## src/music_loudness_gain_ducker_top_macros.svh

```systemverilog
// assertion macros for the music loudness gain ducker
`ifndef MUSIC_LOUDNESS_GAIN_DUCKER_TOP_MACROS_SVH
`define MUSIC_LOUDNESS_GAIN_DUCKER_TOP_MACROS_SVH

// same-cycle implication, checked out of reset
`define MLGD_ASSERT_IMPL(label, clk, rst, ante, cons) \
   label: assert property (@(posedge clk) disable iff (rst) (ante) |-> (cons)) \
      else $error("mlgd assertion failed");

// next-cycle implication, checked out of reset
`define MLGD_ASSERT_NEXT(label, clk, rst, ante, cons) \
   label: assert property (@(posedge clk) disable iff (rst) (ante) |=> (cons)) \
      else $error("mlgd assertion failed");

`endif

```

## src/mlgd_pkg.sv

```systemverilog
// shared types and constants of the music loudness gain ducker
package mlgd_pkg;

   // event codes
   localparam logic [2:0] OP_LEVEL   = 3'd0;
   localparam logic [2:0] OP_TICK    = 3'd1;
   localparam logic [2:0] OP_START   = 3'd2;
   localparam logic [2:0] OP_STOP    = 3'd3;
   localparam logic [2:0] OP_SUSPEND = 3'd4;

   // stream run state codes
   localparam logic [1:0] RUN_STOPPED   = 2'd0;
   localparam logic [1:0] RUN_STARTED   = 2'd1;
   localparam logic [1:0] RUN_SUSPENDED = 2'd2;

   // register indexes
   localparam logic [1:0] CSR_THRESHOLD = 2'd0;
   localparam logic [1:0] CSR_RAMP_EN   = 2'd1;
   localparam logic [1:0] CSR_RAMP_STEP = 2'd2;

   // write kinds
   localparam logic KIND_GAIN = 1'b0;
   localparam logic KIND_FADE = 1'b1;

   // magnitudes of an 8-bit signed level
   localparam int MAG_LEN = 129;

   // floor(1024 / 1.122^n), zero past the end
   localparam int ATTEN_LEN = 61;
   localparam logic [10:0] ATTEN_Q10 [ATTEN_LEN] = '{
      11'd1024, 11'd912, 11'd813, 11'd724, 11'd646, 11'd575, 11'd513, 11'd457,
      11'd407,  11'd363, 11'd323, 11'd288, 11'd257, 11'd229, 11'd204, 11'd182,
      11'd162,  11'd144, 11'd128, 11'd114, 11'd102, 11'd91,  11'd81,  11'd72,
      11'd64,   11'd57,  11'd51,  11'd45,  11'd40,  11'd36,  11'd32,  11'd28,
      11'd25,   11'd22,  11'd20,  11'd18,  11'd16,  11'd14,  11'd12,  11'd11,
      11'd10,   11'd9,   11'd8,   11'd7,   11'd6,   11'd5,   11'd5,   11'd4,
      11'd4,    11'd3,   11'd3,   11'd2,   11'd2,   11'd2,   11'd2,   11'd1,
      11'd1,    11'd1,   11'd1,   11'd1,   11'd1
   };

   typedef struct packed {
      logic signed [7:0] threshold_db;
      logic              ramp_enable;
      logic [6:0]        ramp_step;
   } cfg_type;

   typedef struct packed {
      logic        update_valid;
      logic        update_kind;
      logic [14:0] gain_value;
      logic        ramp_running;
      logic [10:0] target_level;
   } result_type;

endpackage

```

## src/mlgd_core.sv

```systemverilog
// gain state and single-pass event logic of the ducker
module mlgd_core import mlgd_pkg::*; #(
   parameter int DB_QUANTUM = 6,
   parameter int UNITY_GAIN = 1024
) (
   input  logic              clock,
   input  logic              reset,
   input  logic              advance,
   input  logic [2:0]        opcode,
   input  logic signed [7:0] level_db,
   input  logic              anc_on,
   input  logic              stream_supported,
   input  cfg_type           cfg,
   output result_type        result
);

   localparam int GW = $clog2(UNITY_GAIN + 1);
   localparam logic [GW-1:0] UNITY = GW'(UNITY_GAIN);

   logic [1:0]        run_ff,  run_in;
   logic signed [7:0] last_ff, last_in;
   logic [GW-1:0]     app_ff,  app_in;
   logic [GW-1:0]     goal_ff, goal_in;
   logic              ramp_ff, ramp_in;

   // constant tables
   logic [7:0]    quant_rom [MAG_LEN];
   logic [GW-1:0] goal_rom  [ATTEN_LEN];

   for (genvar m = 0; m < MAG_LEN; m++) begin : g_quant
      assign quant_rom[m] = 8'((m / DB_QUANTUM) * DB_QUANTUM);
   end

   for (genvar i = 0; i < ATTEN_LEN; i++) begin : g_goal
      assign goal_rom[i] = GW'((32'(ATTEN_Q10[i]) * 32'(UNITY_GAIN)) >> 10);
   end

   // level quantization toward zero
   logic [7:0]        mag;
   logic [7:0]        qmag;
   logic signed [7:0] db_q;
   logic              above;
   logic [8:0]        n_diff;
   logic [GW-1:0]     goal_lut;

   always_comb begin
      mag    = level_db[7] ? 8'(-level_db) : 8'(level_db);
      qmag   = quant_rom[mag];
      if (level_db > cfg.threshold_db) begin
         db_q = level_db[7] ? signed'(8'(-qmag)) : signed'(qmag);
      end else begin
         db_q = level_db;
      end
      above  = db_q > cfg.threshold_db;
      n_diff = 9'({db_q[7], db_q}) - 9'({cfg.threshold_db[7], cfg.threshold_db});
      goal_lut = (n_diff < 9'(ATTEN_LEN)) ? goal_rom[n_diff[5:0]] : '0;
   end

   // ramp arithmetic
   logic [GW:0] up_sum;
   logic [GW:0] down_lim;

   assign up_sum   = {1'b0, app_ff} + (GW+1)'(cfg.ramp_step);
   assign down_lim = {1'b0, goal_ff} + (GW+1)'(cfg.ramp_step);

   logic        do_restore;
   logic        fade;
   logic        wr_valid;
   logic        wr_kind;
   logic [14:0] wr_value;

   always_comb begin
      run_in     = run_ff;
      last_in    = last_ff;
      app_in     = app_ff;
      goal_in    = goal_ff;
      ramp_in    = ramp_ff;
      do_restore = 1'b0;
      fade       = 1'b0;
      wr_valid   = 1'b0;
      wr_kind    = KIND_GAIN;
      wr_value   = '0;

      case (opcode)
         OP_LEVEL: begin
            if (run_ff == RUN_STARTED && anc_on && db_q != last_ff) begin
               last_in = db_q;
               if (above) begin
                  goal_in = goal_lut;
                  if (app_ff != goal_lut) begin
                     if (cfg.ramp_enable) begin
                        ramp_in = 1'b1;
                     end else begin
                        app_in = goal_lut;
                        fade   = 1'b1;
                     end
                  end
               end else begin
                  do_restore = 1'b1;
               end
            end
         end
         OP_TICK: begin
            if (ramp_ff) begin
               if (app_ff < goal_ff) begin
                  if (up_sum >= {1'b0, goal_ff}) begin
                     app_in  = goal_ff;
                     ramp_in = 1'b0;
                  end else begin
                     app_in = up_sum[GW-1:0];
                  end
               end else if (app_ff > goal_ff) begin
                  if ({1'b0, app_ff} <= down_lim) begin
                     app_in  = goal_ff;
                     ramp_in = 1'b0;
                  end else begin
                     app_in = app_ff - GW'(cfg.ramp_step);
                  end
               end else begin
                  ramp_in = 1'b0;
               end
               wr_valid = 1'b1;
               wr_kind  = KIND_GAIN;
               wr_value = 15'(app_in);
            end
         end
         OP_START: begin
            if (run_ff == RUN_STOPPED && stream_supported) begin
               app_in  = UNITY;
               goal_in = UNITY;
               last_in = 8'sd1;
               run_in  = RUN_STARTED;
            end
         end
         OP_STOP: begin
            if (run_ff == RUN_STARTED && stream_supported) begin
               do_restore = 1'b1;
               run_in     = RUN_STOPPED;
            end
         end
         OP_SUSPEND: begin
            do_restore = 1'b1;
            run_in     = RUN_SUSPENDED;
         end
         default: begin
         end
      endcase

      // back to unity gain
      if (do_restore && goal_ff != UNITY) begin
         goal_in = UNITY;
         ramp_in = 1'b0;
         last_in = 8'sd1;
         if (anc_on) begin
            if (app_ff != UNITY) begin
               if (cfg.ramp_enable) begin
                  ramp_in = 1'b1;
               end else begin
                  app_in = UNITY;
                  fade   = 1'b1;
               end
            end
         end else begin
            app_in = UNITY;
            fade   = !cfg.ramp_enable;
         end
      end

      if (fade) begin
         wr_valid = 1'b1;
         wr_kind  = KIND_FADE;
         wr_value = 15'({goal_in, 4'b0000});
      end

      result.update_valid = wr_valid;
      result.update_kind  = wr_kind;
      result.gain_value   = wr_value;
      result.ramp_running = ramp_in;
      result.target_level = 11'(goal_in);
   end

   always_ff @(posedge clock) begin
      if (reset) begin
         run_ff  <= RUN_STOPPED;
         last_ff <= 8'sd1;
         app_ff  <= UNITY;
         goal_ff <= UNITY;
         ramp_ff <= 1'b0;
      end else if (advance) begin
         run_ff  <= run_in;
         last_ff <= last_in;
         app_ff  <= app_in;
         goal_ff <= goal_in;
         ramp_ff <= ramp_in;
      end
   end

endmodule

```

## src/music_loudness_gain_ducker_top.sv

```systemverilog
// top level of the music loudness gain ducker
// Dynamic gain limiter with a gain ramp for the feedback path of a noise
// canceller. Every transaction on the req_ channel (level, tick, stream start,
// stream stop, suspend) gives exactly one transaction on the rsp_ channel, in
// order. A level above threshold_db is cut toward zero to a multiple of
// DB_QUANTUM and looked up in a constant attenuation table to get the target
// gain; ticks walk the applied gain toward the target by ramp_step, or with
// ramp_enable low the target is written at once as a fade value (target << 4).
// One transaction is taken every clock unless rsp_ready stalls: an input
// register feeds a single pass of table lookup, compare and add, whose
// outcome lands in the result register together with the updated gain state.
// The result register parts the two sides, so req_ready stays high while a
// finished result waits as long as the input register can move. Registers
// are written through csr_ (index 0 threshold_db, 1 ramp_enable, 2
// ramp_step) and are meant to change only while the block is idle.
module music_loudness_gain_ducker_top import mlgd_pkg::*; #(
   parameter int DB_QUANTUM = 6,
   parameter int UNITY_GAIN = 1024
) (
   input  logic              clock,
   input  logic              reset,
   // input events
   input  logic              req_valid,
   output logic              req_ready,
   input  logic [2:0]        req_opcode,
   input  logic signed [7:0] req_level_db,
   input  logic              req_anc_on,
   input  logic              req_stream_supported,
   // results
   output logic              rsp_valid,
   input  logic              rsp_ready,
   output logic              rsp_update_valid,
   output logic              rsp_update_kind,
   output logic [14:0]       rsp_gain_value,
   output logic              rsp_ramp_running,
   output logic [10:0]       rsp_target_level,
   // register writes
   input  logic              csr_valid,
   output logic              csr_ready,
   input  logic [1:0]        csr_index,
   input  logic [7:0]        csr_wdata
);

`include "music_loudness_gain_ducker_top_macros.svh"

   // configuration registers, always ready
   cfg_type cfg_ff;

   assign csr_ready = 1'b1;

   always_ff @(posedge clock) begin
      if (reset) begin
         cfg_ff.threshold_db <= 8'sd0;
         cfg_ff.ramp_enable  <= 1'b1;
         cfg_ff.ramp_step    <= 7'd5;
      end else if (csr_valid && csr_ready) begin
         case (csr_index)
            CSR_THRESHOLD: cfg_ff.threshold_db <= signed'(csr_wdata);
            CSR_RAMP_EN:   cfg_ff.ramp_enable  <= csr_wdata[0];
            CSR_RAMP_STEP: cfg_ff.ramp_step    <= csr_wdata[6:0];
            default: begin
            end
         endcase
      end
   end

   // input register
   logic              in_valid_ff;
   logic [2:0]        in_opcode_ff;
   logic signed [7:0] in_level_ff;
   logic              in_anc_ff;
   logic              in_sup_ff;

   // result register
   logic       out_valid_ff;
   result_type out_ff;
   result_type result;

   // the pending transaction moves when the result register is free or drains
   logic advance;

   assign advance   = in_valid_ff && (!out_valid_ff || rsp_ready);
   assign req_ready = !in_valid_ff || advance;

   always_ff @(posedge clock) begin
      if (reset) begin
         in_valid_ff <= 1'b0;
      end else if (req_ready) begin
         in_valid_ff <= req_valid;
      end
   end

   always_ff @(posedge clock) begin
      if (req_valid && req_ready) begin
         in_opcode_ff <= req_opcode;
         in_level_ff  <= req_level_db;
         in_anc_ff    <= req_anc_on;
         in_sup_ff    <= req_stream_supported;
      end
   end

   // gain state update and result decode
   mlgd_core #(
      .DB_QUANTUM (DB_QUANTUM),
      .UNITY_GAIN (UNITY_GAIN)
   ) u_core (
      .clock            (clock),
      .reset            (reset),
      .advance          (advance),
      .opcode           (in_opcode_ff),
      .level_db         (in_level_ff),
      .anc_on           (in_anc_ff),
      .stream_supported (in_sup_ff),
      .cfg              (cfg_ff),
      .result           (result)
   );

   always_ff @(posedge clock) begin
      if (reset) begin
         out_valid_ff <= 1'b0;
      end else if (advance) begin
         out_valid_ff <= 1'b1;
      end else if (rsp_ready) begin
         out_valid_ff <= 1'b0;
      end
   end

   always_ff @(posedge clock) begin
      if (advance) begin
         out_ff <= result;
      end
   end

   assign rsp_valid        = out_valid_ff;
   assign rsp_update_valid = out_ff.update_valid;
   assign rsp_update_kind  = out_ff.update_kind;
   assign rsp_gain_value   = out_ff.gain_value;
   assign rsp_ramp_running = out_ff.ramp_running;
   assign rsp_target_level = out_ff.target_level;

   // checks
   `MLGD_ASSERT_IMPL(a_idle_write_zero, clock, reset, rsp_valid && !rsp_update_valid, !rsp_update_kind && rsp_gain_value == '0)
   `MLGD_ASSERT_IMPL(a_fade_aligned, clock, reset, rsp_valid && rsp_update_valid && rsp_update_kind == KIND_FADE, rsp_gain_value[3:0] == 4'd0)
   `MLGD_ASSERT_NEXT(a_pending_held, clock, reset, in_valid_ff && !advance, in_valid_ff)

endmodule
```

## config.mk

```make
export PLATFORM = sky130hd
export DESIGN_NAME = music_loudness_gain_ducker_top
export DESIGN_NICKNAME = d
export VERILOG_FILES = /design/src/mlgd_pkg.sv /design/src/mlgd_core.sv /design/src/music_loudness_gain_ducker_top.sv
export VERILOG_INCLUDE_DIRS = /design/src /design/src/src
export SDC_FILE = /design/constraint.sdc
export NUM_CORES = 1
export LEC_CHECK = 0
export BUFFER_PORTS_ARGS = -buffer_cell sky130_fd_sc_hd__buf_2
export CELL_PAD_IN_SITES_DETAIL_PLACEMENT = 0
export CELL_PAD_IN_SITES_GLOBAL_PLACEMENT = 2
export CORE_MARGIN = 3
export CORE_UTILIZATION = 42
export CTS_BUF_LIST = sky130_fd_sc_hd__clkbuf_2 sky130_fd_sc_hd__clkbuf_4 sky130_fd_sc_hd__clkbuf_8
export CTS_CLUSTER_SIZE = 28
export DETAILED_ROUTE_END_ITERATION = 7
export PLACE_DENSITY_LB_ADDON = 0.1
export SYNTH_ARGS = -nofsm -noshare
export SYNTH_HDL_FRONTEND = slang
export SYNTH_SLANG_ARGS = --single-unit
```

## constraint.sdc

```tcl
create_clock -name clock -period 11.3 [get_ports clock]
set_input_delay 2.26 -clock clock [delete_from_list [all_inputs] [get_ports clock]]
set_output_delay 2.26 -clock clock [all_outputs]
set_load 0.1 [all_outputs]
```

* Yosys cells after proc, flatten, opt, wreduce, memory -nomap -nowiden *
Memory sizes are Yosys's and may differ from the RTL's.
Cells that the tools add are included.

storage, ports and cells
  register bits after elaboration = 93
  bits in read-only memories = 2752
  input port bits = 28
  memories kept = 2

memories
  name              words  bits a word  read ports  clocked after Yosys merged registers in  write ports  RTL line         source
  (name not given)  256    8            1           0                                        0            mlgd_core.sv:48  qmag = quant_rom[mag];
  (name not given)  64     11           1           0                                        0            mlgd_core.sv:56  goal_lut = (n_diff < 9'(ATTEN_LEN)) ? goal_rom[n_diff[5:0]] : '0;

cells by class
  add/sub/neg operators = 6
  $lt $le $gt $ge = 9
  equality and inequality tests = 15
  mux-type cells = 70
  bitwise operators = 4
  reduce and logical (&&, ||, !) cells = 24

operator list
  cell                    count
  $mux W11                22
  $mux W8                 8
  $pmux W11 S3            1
  $mux W1                 30
  $mux W15                2
  $add A11 B7 Y12         2
  $ne A11 B11 Y1 const B  2
  $pmux W11 S2            1
  $gt A8 B8 Y1            2
  $neg A8 Y8              2
  $pmux W8 S2             1
  $ge A12 B11 Y1          1
  $le A11 B12 Y1          1
  $gt A11 B11 Y1          1
  $lt A11 B11 Y1          1
  $ne A11 B11 Y1          1
  $sub A11 B7 Y11         1
  $ge A9 B9 Y1 const B    1
  $lt A9 B6 Y1 const B    1
  $not A8 Y9              1
  $sub A8 B8 Y9           1
  $ne A8 B8 Y1            1
  $reduce_and A4 Y1       2
  $ge A7 B7 Y1 const B    1
  22 further kinds        41

* Longest topological paths before layout *
Gate-level depths: netlist of the first run.

  word-level depth = 25
  gate-level depth with buffers = 34
  gate-level depth less buffers = 28

* Hierarchy *
A second synthesis of the first run with hierarchy kept.

unflattened totals
  cell total of the unflattened synthesis = 1219
  area total of the unflattened synthesis = 9889.5 sq um

by module, submodules not included
  module                          times used  cells an instance  area an instance (sq um)
  mlgd_core                       1           1099               7818.7
  music_loudness_gain_ducker_top  1           120                2070.7

* Worst setup path before layout of the first run *
No wires, ideal clock.

  path type = flip-flop to flip-flop
  start = register in_level_ff[1]
  end = register out_ff, in the netlist rsp_update_valid, data pin
  setup time = 0.262 ns
  data arrival time = 6.846 ns
  data required time = 11.038 ns
  setup slack = 4.192 ns
  cell stages (with the launch flop) = 34
  path buffers = 6
  path through = edfxtp_1 -> buf_6 -> clkbuf_1 -> inv_1 -> ha_1 -> buf_2 -> clkbuf_1 -> a211o_1 -> o221ai_1 -> a221oi_1 -> a2111oi_0 -> o21ai_1 -> o21ai_0 -> inv_1 -> ha_1 -> a32oi_1 -> o31ai_1 -> mux2_2 -> ha_1 -> xor2_1 -> inv_1 -> clkbuf_1 -> ha_1 -> a21oi_1 -> nor3_1 -> a221oi_2 -> o22ai_1 -> a2111o_1 -> or4_1 -> o211ai_2 -> or2_1 -> buf_2 -> a21boi_1 -> nand2_1

between the ends
  longest elaborated chain between the ends = 24

ends and longest elaborated chain
  item                                        RTL line                               source
  from (decl)                                 music_loudness_gain_ducker_top.sv:70   logic signed [7:0] in_level_ff;
  from (signal assigned)                      music_loudness_gain_ducker_top.sv:96   in_level_ff <= req_level_db;
  $neg A8 Y8                                  mlgd_core.sv:47                        mag = level_db[7] ? 8'(-level_db) : 8'(level_db);
  $mux W8                                     mlgd_core.sv:47
  $not A8 Y9 (implied by the code)            mlgd_core.sv:48
  $mem_v2 Z256 W8                             -
  $mux W8 (implied by the code) (2 in a row)  mlgd_core.sv:48
  $neg A8 Y8                                  mlgd_core.sv:50                        db_q = level_db[7] ? signed'(8'(-qmag)) : signed'(qmag);
  $mux W8                                     mlgd_core.sv:50
  $mux W8 (*)                                 mlgd_core.sv:49                        if (level_db > cfg.threshold_db) begin
  [7 not listed]                              -
  $mux W1                                     mlgd_core.sv:90                        if (app_ff != goal_lut) begin
  $mux W1                                     mlgd_core.sv:88                        if (above) begin
  $mux W1                                     mlgd_core.sv:86                        if (run_ff == RUN_STARTED && anc_on && db_q != last_ff) begin
  $mux W1                                     mlgd_core.sv:84                        case (opcode)
  $mux W1                                     mlgd_core.sv:156                       if (cfg.ramp_enable) begin
  $mux W1                                     mlgd_core.sv:155                       if (app_ff != UNITY) begin
  $mux W1                                     mlgd_core.sv:154                       if (anc_on) begin
  $mux W1 (*)                                 mlgd_core.sv:150                       if (do_restore && goal_ff != UNITY) begin
  to (signal assigned)                        music_loudness_gain_ducker_top.sv:130  out_ff <= result;
  to (decl)                                   music_loudness_gain_ducker_top.sv:76   result_type out_ff;

Mark *: on every way between the ends. The rest lies on a longest branch, timed or not. The select of a mux whose other input is x is not followed.
A chain may end at the register's enable or synchronous reset.

* Worst setup path in the final report of the first run *
Same ends and word-level chain as after synthesis.

==> results.json, run 1 <==
{
  "cts.sinks": 93,
  "ys_warn_count": 0,
  "finalClockSkew_ns": 0.0216,
  "fin_area_um2": 10300,
  "ys.flop_type": "dfxtp_1",
  "cpPeakStageDelay_ns": 0.74,
  "drtIter0Drc": 825,
  "grt_pass1_wl_um": 50900,
  "die-height_um": 158,
  "clock_latency_ns": 0.40,
  "slowest_stage": "edfxtp_1",
  "ant_nets": 0,
  "status": "completed",
  "rsz0062_at_grt": "false",
  "hold_start": "in_valid_ff",
  "dp_cells": 1482,
  "grt_use_met3": 0.0561,
  "drtPass1Iterations": 5,
  "slew_headroom": 0.132,
  "slew_viol_final": 0,
  "cts.clk_slew.worst_paths_ns": 0.12,
  "hold_buffers": 0,
  "vias_per_cell": 6.25,
  "peakVddDrop_v": 0.0000806,
  "p_clk_frac": 0.180,
  "portBuffers": 58,
  "power_density_nw_per_um2": 129,
  "layout_common_cells": "nor2_1 (125), ha_1 (80), o21ai_0 (76)",
  "routed-via-count": 9361,
  "critical_path_class": "reg -> reg",
  "post_dp_cell_area_um2": 10100,
  "cts_resized": 0,
  "final_common_cell": "nor2_1",
  "start_kind": "register",
  "async_flop_share": 0,
  "worstMarginPinSlew_ns": 1.29,
  "cap_violations": 0,
  "use_met2": 0.386,
  "gr-total-overflow": 0,
  "critPathBufInv": 4,
  "seq_power_share": 0.281,
  "met1_usage": 0.399,
  "avgSynthCellArea_um2": 8.05,
  "cts_made_buffers": 9,
  "period_needed_ns": 9.25,
  "wl_per_cell_um": 21.9,
  "cp.required_ns": 11.45,
  "track_usage": 0.263,
  "fin_cells": 1498,
  "first_global_vias": 8539,
  "coreArea_um2": 22200,
  "area_delta_synth_final_pct": 6.41,
  "io_pins": 60,
  "ys_seq_area_frac": 0.237,
  "p_int_mw": 0.700,
  "post_cts_buffers": 0,
  "fin_crit_sh": 0.819,
  "gp_congestion": 0.933,
  "critPathCaptureType": "register",
  "rows": 54,
  "cts_tree": "yes",
  "die_area_um2": 24800,
  "critical_path.top_delay_family": "compound AO/OA/AOI/OAI gates",
  "yosysUniqueCellTypes": 100,
  "layout.nets": 1325,
  "r2r_start": "in_level_ff[1]",
  "htree_num_levels": 3,
  "switchingPower_mw": 0.628,
  "antennaDiodeCount": 0,
  "power_frac_comb": 0.538,
  "finalSetupViolCount": 0,
  "synth_area_um2": 9650,
  "antenna_found_initial": 0,
  "clock_path_buffers": 2,
  "synth-edff-count": 42,
  "power_mw": 1.33,
  "start_util": 0.434,
  "cp_max_fo": 29,
  "grt.busiest_layer": "met1",
  "dp_hpwl_um": 25300,
  "drc_errors": 0,
  "crit_path_start": "in_level_ff[1]",
  "die_x_um": 158,
  "hold_viol_final": 0,
  "syn_inst": 1199,
  "max_freq_mhz": 108,
  "synth-seq-cells": 93,
  "p_sw_frac": 0.473,
  "grt_max_degree": 53,
  "setup_tns_ns": 0,
  "cp.arrival_ns": 9.40,
  "synthesis.nets": 1311,
  "hp-class": "reg -> reg",
  "wirelength_um": 32800,
  "leakage_nw": 4.05,
  "layout-drive-gt1-share": 0.106,
  "cts-root-buf": "clkbuf_8"
}
-- kinds of logic after synthesis --
kind of cell / after synthesis / share of synthesized area
other: 1 / 0.000389
AO/OA/AOI/OAI: 400 / 0.295
buffers and inverters: 137 / 0.0593
flip-flops: 93 / 0.237
AND/OR/NAND/NOR: 399 / 0.213
XOR/XNOR: 46 / 0.0425
adder cells (fa/ha/maj): 84 / 0.112
multiplexers: 39 / 0.0416
-- state kept, by name, summed over array words and instances (netlist names) --
| signal | cells |
|---|---|
| cfg_ff | 16 |
| in_anc_ff | 1 |
| in_level_ff | 8 |
| in_opcode_ff | 3 |
| in_sup_ff | 1 |
| in_valid_ff | 1 |
| rsp_gain_value | 15 |
| rsp_ramp_running | 1 |
| rsp_target_level | 11 |
| rsp_update_kind | 1 |
| rsp_update_valid | 1 |
| rsp_valid | 1 |
| u_core.app_ff | 11 |
| u_core.goal_ff | 11 |
| u_core.last_ff | 8 |
| u_core.ramp_ff | 1 |
| u_core.run_ff | 2 |
-- stage by stage --
step / hold slack [ns] / utilization / setup WS (ns)
after floorplan: 0.472 / - / 4.19
after global placement: 0.484 / 0.453 / 2.47
after detailed placement: 0.502 / 0.453 / 2.29
after CTS: 0.524 / 0.462 / 2.26
after global routing: 0.553 / 0.462 / 1.32
final: 0.518 / 0.462 / 2.05
-- area by class of cell --
cell class / instances / area, µm²
fillers: 2279 / 12000
multi-input cells: 969 / 6790
flip-flops and latches: 93 / 2280
repair buffers: 68 / 365
well taps: 280 / 350
inverters: 72 / 270
clock buffers: 9 / 124
clock inverters: 7 / 80.1
-- Yosys cell counts (all sizes together) (5+ instances only) --
| library cell | instances | area share |
|---|---|---|
| nor2 | 126 | 0.049 |
| o21ai | 88 | 0.048 |
| ha | 80 | 0.10 |
| a21oi | 76 | 0.041 |
| inv | 72 | 0.028 |
| nand2 | 70 | 0.027 |
| dfxtp | 51 | 0.11 |
| edfxtp | 42 | 0.13 |
| nor3 | 37 | 0.020 |
| clkbuf | 35 | 0.014 |
| xnor2 | 33 | 0.030 |
| buf | 30 | 0.018 |
| mux2i | 30 | 0.031 |
| nand2b | 29 | 0.019 |
| nor2b | 23 | 0.015 |
| o221ai | 21 | 0.019 |
| nand3 | 20 | 0.010 |
| a211oi | 17 | 0.014 |
| a21o | 17 | 0.013 |
| o21a | 17 | 0.013 |
| and2 | 16 | 0.010 |
| o22ai | 16 | 0.011 |
| o31ai | 16 | 0.012 |
| a22o | 13 | 0.012 |
| a31oi | 13 | 0.0084 |
| xor2 | 13 | 0.013 |
| nor4 | 11 | 0.0093 |
| o211ai | 11 | 0.0091 |
| or3 | 10 | 0.0070 |
| mux2 | 9 | 0.011 |
| nor3b | 9 | 0.0075 |
| or2 | 8 | 0.0054 |
| a211o | 7 | 0.0064 |
| a221oi | 7 | 0.0070 |
| a31o | 7 | 0.0064 |
| and3 | 7 | 0.0045 |
| nand4 | 7 | 0.0045 |
| nand3b | 6 | 0.0047 |
| o221a | 6 | 0.0070 |
| or4 | 6 | 0.0054 |
| a22oi | 5 | 0.0039 |
| a32oi | 5 | 0.0045 |
| nor4b | 5 | 0.0045 |
| o21bai | 5 | 0.0039 |
-- worst min-delay path, cell delays in order, from the launching register on --
cell and delay, ns:
dfxtp_1 0.35, nor2_1 0.10, nor2_1 0.04
-- layer usage --
layer,vias to the layer above,wire (µm),part of all wire
met5,-,0,0
met4,0,466,0.014
met3,35,2460,0.075
met2,356,13700,0.42
met1,4450,16200,0.49
li1,4520,-,-
-- power by group through the flow --
stage          Sequential [mW]  Clock, mW  Combinational, mW
3_5_place_dp             0.381          0              0.698
5_1_grt                  0.375      0.256              0.788
4_1_cts                  0.374      0.243              0.703
6_report                 0.374      0.239              0.715
2_1_floorplan            0.403          0              0.515
3_3_place_gp             0.381          0              0.707
-- final timing paths --
path,to,slack (ns),depth (start not counted)
setup / recovery,rsp_update_valid,2.05,29
hold / removal,rsp_valid,0.52,2
setup reg to reg,rsp_update_valid,2.05,29
hold reg to reg,rsp_valid,0.52,2
No activity file was read; power rests on OpenSTA's default activity.
==> inputs of run 2 (changes only) <==
- CORE_UTILIZATION: 42 -> 35
- clock period: 11.3 -> 7.6 ns (I/O delays scaled with it)
==> results.json, run 2 (same netlist as run 1, synthesis figures left out) <==
{
  "status": "completed",
  "cts-root-buf": "clkbuf_8",
  "die_x_um": 172,
  "finalClockSkew_ns": 0.0277,
  "start_kind": "register",
  "drtPass1Iterations": 5,
  "r2r_cells": 25,
  "crit_end": "rsp_gain_value[9]",
  "post_dp_cell_area_um2": 10400,
  "coreArea_um2": 27000,
  "layout.nets": 1365,
  "vias_per_cell": 5.96,
  "cap_violations": 0,
  "fin_area_um2": 10700,
  "grt_pass1_wl_um": 55000,
  "die-height_um": 172,
  "hold_viol_final": 0,
  "clock_path_buffers": 2,
  "htree_num_levels": 3,
  "portBuffers": 58,
  "largest_reg_flops": 16,
  "critical_path_class": "reg -> reg",
  "fin_ws_ns": 0.406,
  "gp_congestion": 0.901,
  "die_area_um2": 29600,
  "peakVddDrop_v": 0.0000943,
  "wirelength_um": 36100,
  "reg2reg_to": "rsp_gain_value[9]",
  "hold_slack_ns": 0.529,
  "wl_per_cell_um": 22.6,
  "leakage_nw": 4.26,
  "grt_max_degree": 53,
  "max_freq_mhz": 139,
  "power_density_nw_per_um2": 194,
  "area_delta_synth_final_pct": 11.1,
  "antennaDiodeCount": 0,
  "fin_crit_sh": 0.947,
  "drc_errors": 0,
  "cts.clk_slew.worst_paths_ns": 0.13,
  "r2r_start": "in_level_ff[1]",
  "dp_hpwl_um": 28500,
  "layout_common_cells": "nor2_1 (125), ha_1 (78), o21ai_0 (75), a21oi_1 (75), inv_1 (71)",
  "slew_viol_final": 0,
  "crit_path_start": "in_level_ff[1]",
  "ant_nets": 0,
  "cts_made_buffers": 9,
  "layout-drive-gt1-share": 0.142,
  "track_usage": 0.242,
  "dp_slack_ns": 0.0515,
  "hp-class": "reg -> reg",
  "critPathCaptureType": "register",
  "cp.arrival_ns": 7.29,
  "worstMarginPinSlew_ns": 0.990,
  "rows": 60,
  "max_flop_register": "cfg_ff",
  "drtIter0Drc": 891,
  "cts.sinks": 93,
  "routed-via-count": 9526,
  "cp_max_fo": 18,
  "hold_buffers": 0,
  "fillerInstances": 2804,
  "multi_input_area_um2": 6860,
  "cp.required_ns": 7.69,
  "cts_tree": "yes",
  "gr-total-overflow": 0,
  "slew_headroom": 0.335,
  "first_global_vias": 9069,
  "final_common_cell": "nor2_1",
  "regArea_um2": 2280,
  "clock_latency_ns": 0.40,
  "io_pins": 60,
  "period_needed_ns": 7.19,
  "start_util": 0.357,
  "finalSetupViolCount": 0,
  "r2r_slack_ns": 0.41,
  "antenna_found_initial": 0
}
run 2: what timing repair did:
action                                  4_1_cts  5_1_grt
setup buffers                                 0        4
gates resized for setup                       1       14
endpoints found under the setup margin        1       25
run 2: layout make-up:
| type | instances | area share |
|---|---|---|
| multi-input combinational | 969 | 0.640 |
| sequential | 93 | 0.213 |
| timing repair buffer | 108 | 0.0632 |
| tap | 341 | 0.0398 |
| inverter | 72 | 0.0252 |
| clock buffer | 9 | 0.0116 |
| clock inverter | 7 | 0.00747 |
run 2: per-layer routing:
layer | GRT usage | vias up | share of wire | routed length (µm)
li1 | - | 4595 | - | -
met3 | 0.0302 | 29 | 0.060 | 2170
met2 | 0.357 | 292 | 0.42 | 15000
met4 | 0.0486 | 0 | 0.015 | 529
met5 | 0 | - | 0 | 0
met1 | 0.376 | 4610 | 0.51 | 18400
run 2: worst min-delay path by stage:
stage                            startpoint           endpoint  depth (start not counted)
after floorplan           u_core.last_ff[5]  u_core.last_ff[5]                          1
after global placement    u_core.last_ff[5]  u_core.last_ff[5]                          1
after detailed placement  u_core.last_ff[5]  u_core.last_ff[5]                          1
after CTS                       in_valid_ff          rsp_valid                          2
after global routing      u_core.last_ff[5]  u_core.last_ff[5]                          1
final                           in_valid_ff          rsp_valid                          2
run 2: where the power goes:
part / switching [mW] / total [mW] / internal (mW)
Combinational: 0.723 / 1.17 / 0.444
Sequential: 0.0181 / 0.555 / 0.537
Clock: 0.230 / 0.360 / 0.131
Total: 0.971 / 2.08 / 1.11
run 2: through the flow:
step	instances	power [mW]	setup TNS, ns	utilization
2_1_floorplan	1199	1.37	0	-
3_3_place_gp	1579	1.71	0	0.386
3_5_place_dp	1579	1.70	0	0.386
4_1_cts	1595	2.07	0	0.393
5_1_grt	1599	2.22	-0.00729	0.397
6_report	1599	2.08	0	0.397
run 2: critical path, stage by stage, from the launching register on:
cell	delay, ns
edfxtp_1	0.40
buf_4	0.23
or4_4	0.64
o21ai_4	0.21
xor2_2	0.12
buf_4	0.21
a211oi_1	0.30
a21o_1	0.20
o221ai_1	0.24
nor2_1	0.37
mux2i_1	0.53
ha_1	0.44
o211a_1	0.27
a211oi_1	0.18
a21oi_1	0.11
nand2b_1	0.22
a211oi_1	0.24
buf_4	0.22
nand2_1	0.16
nor3b_1	0.26
o311ai_0	0.13
or4_1	0.50
o211ai_2	0.21
or2_4	0.23
buf_4	0.18
o21ai_0	0.10
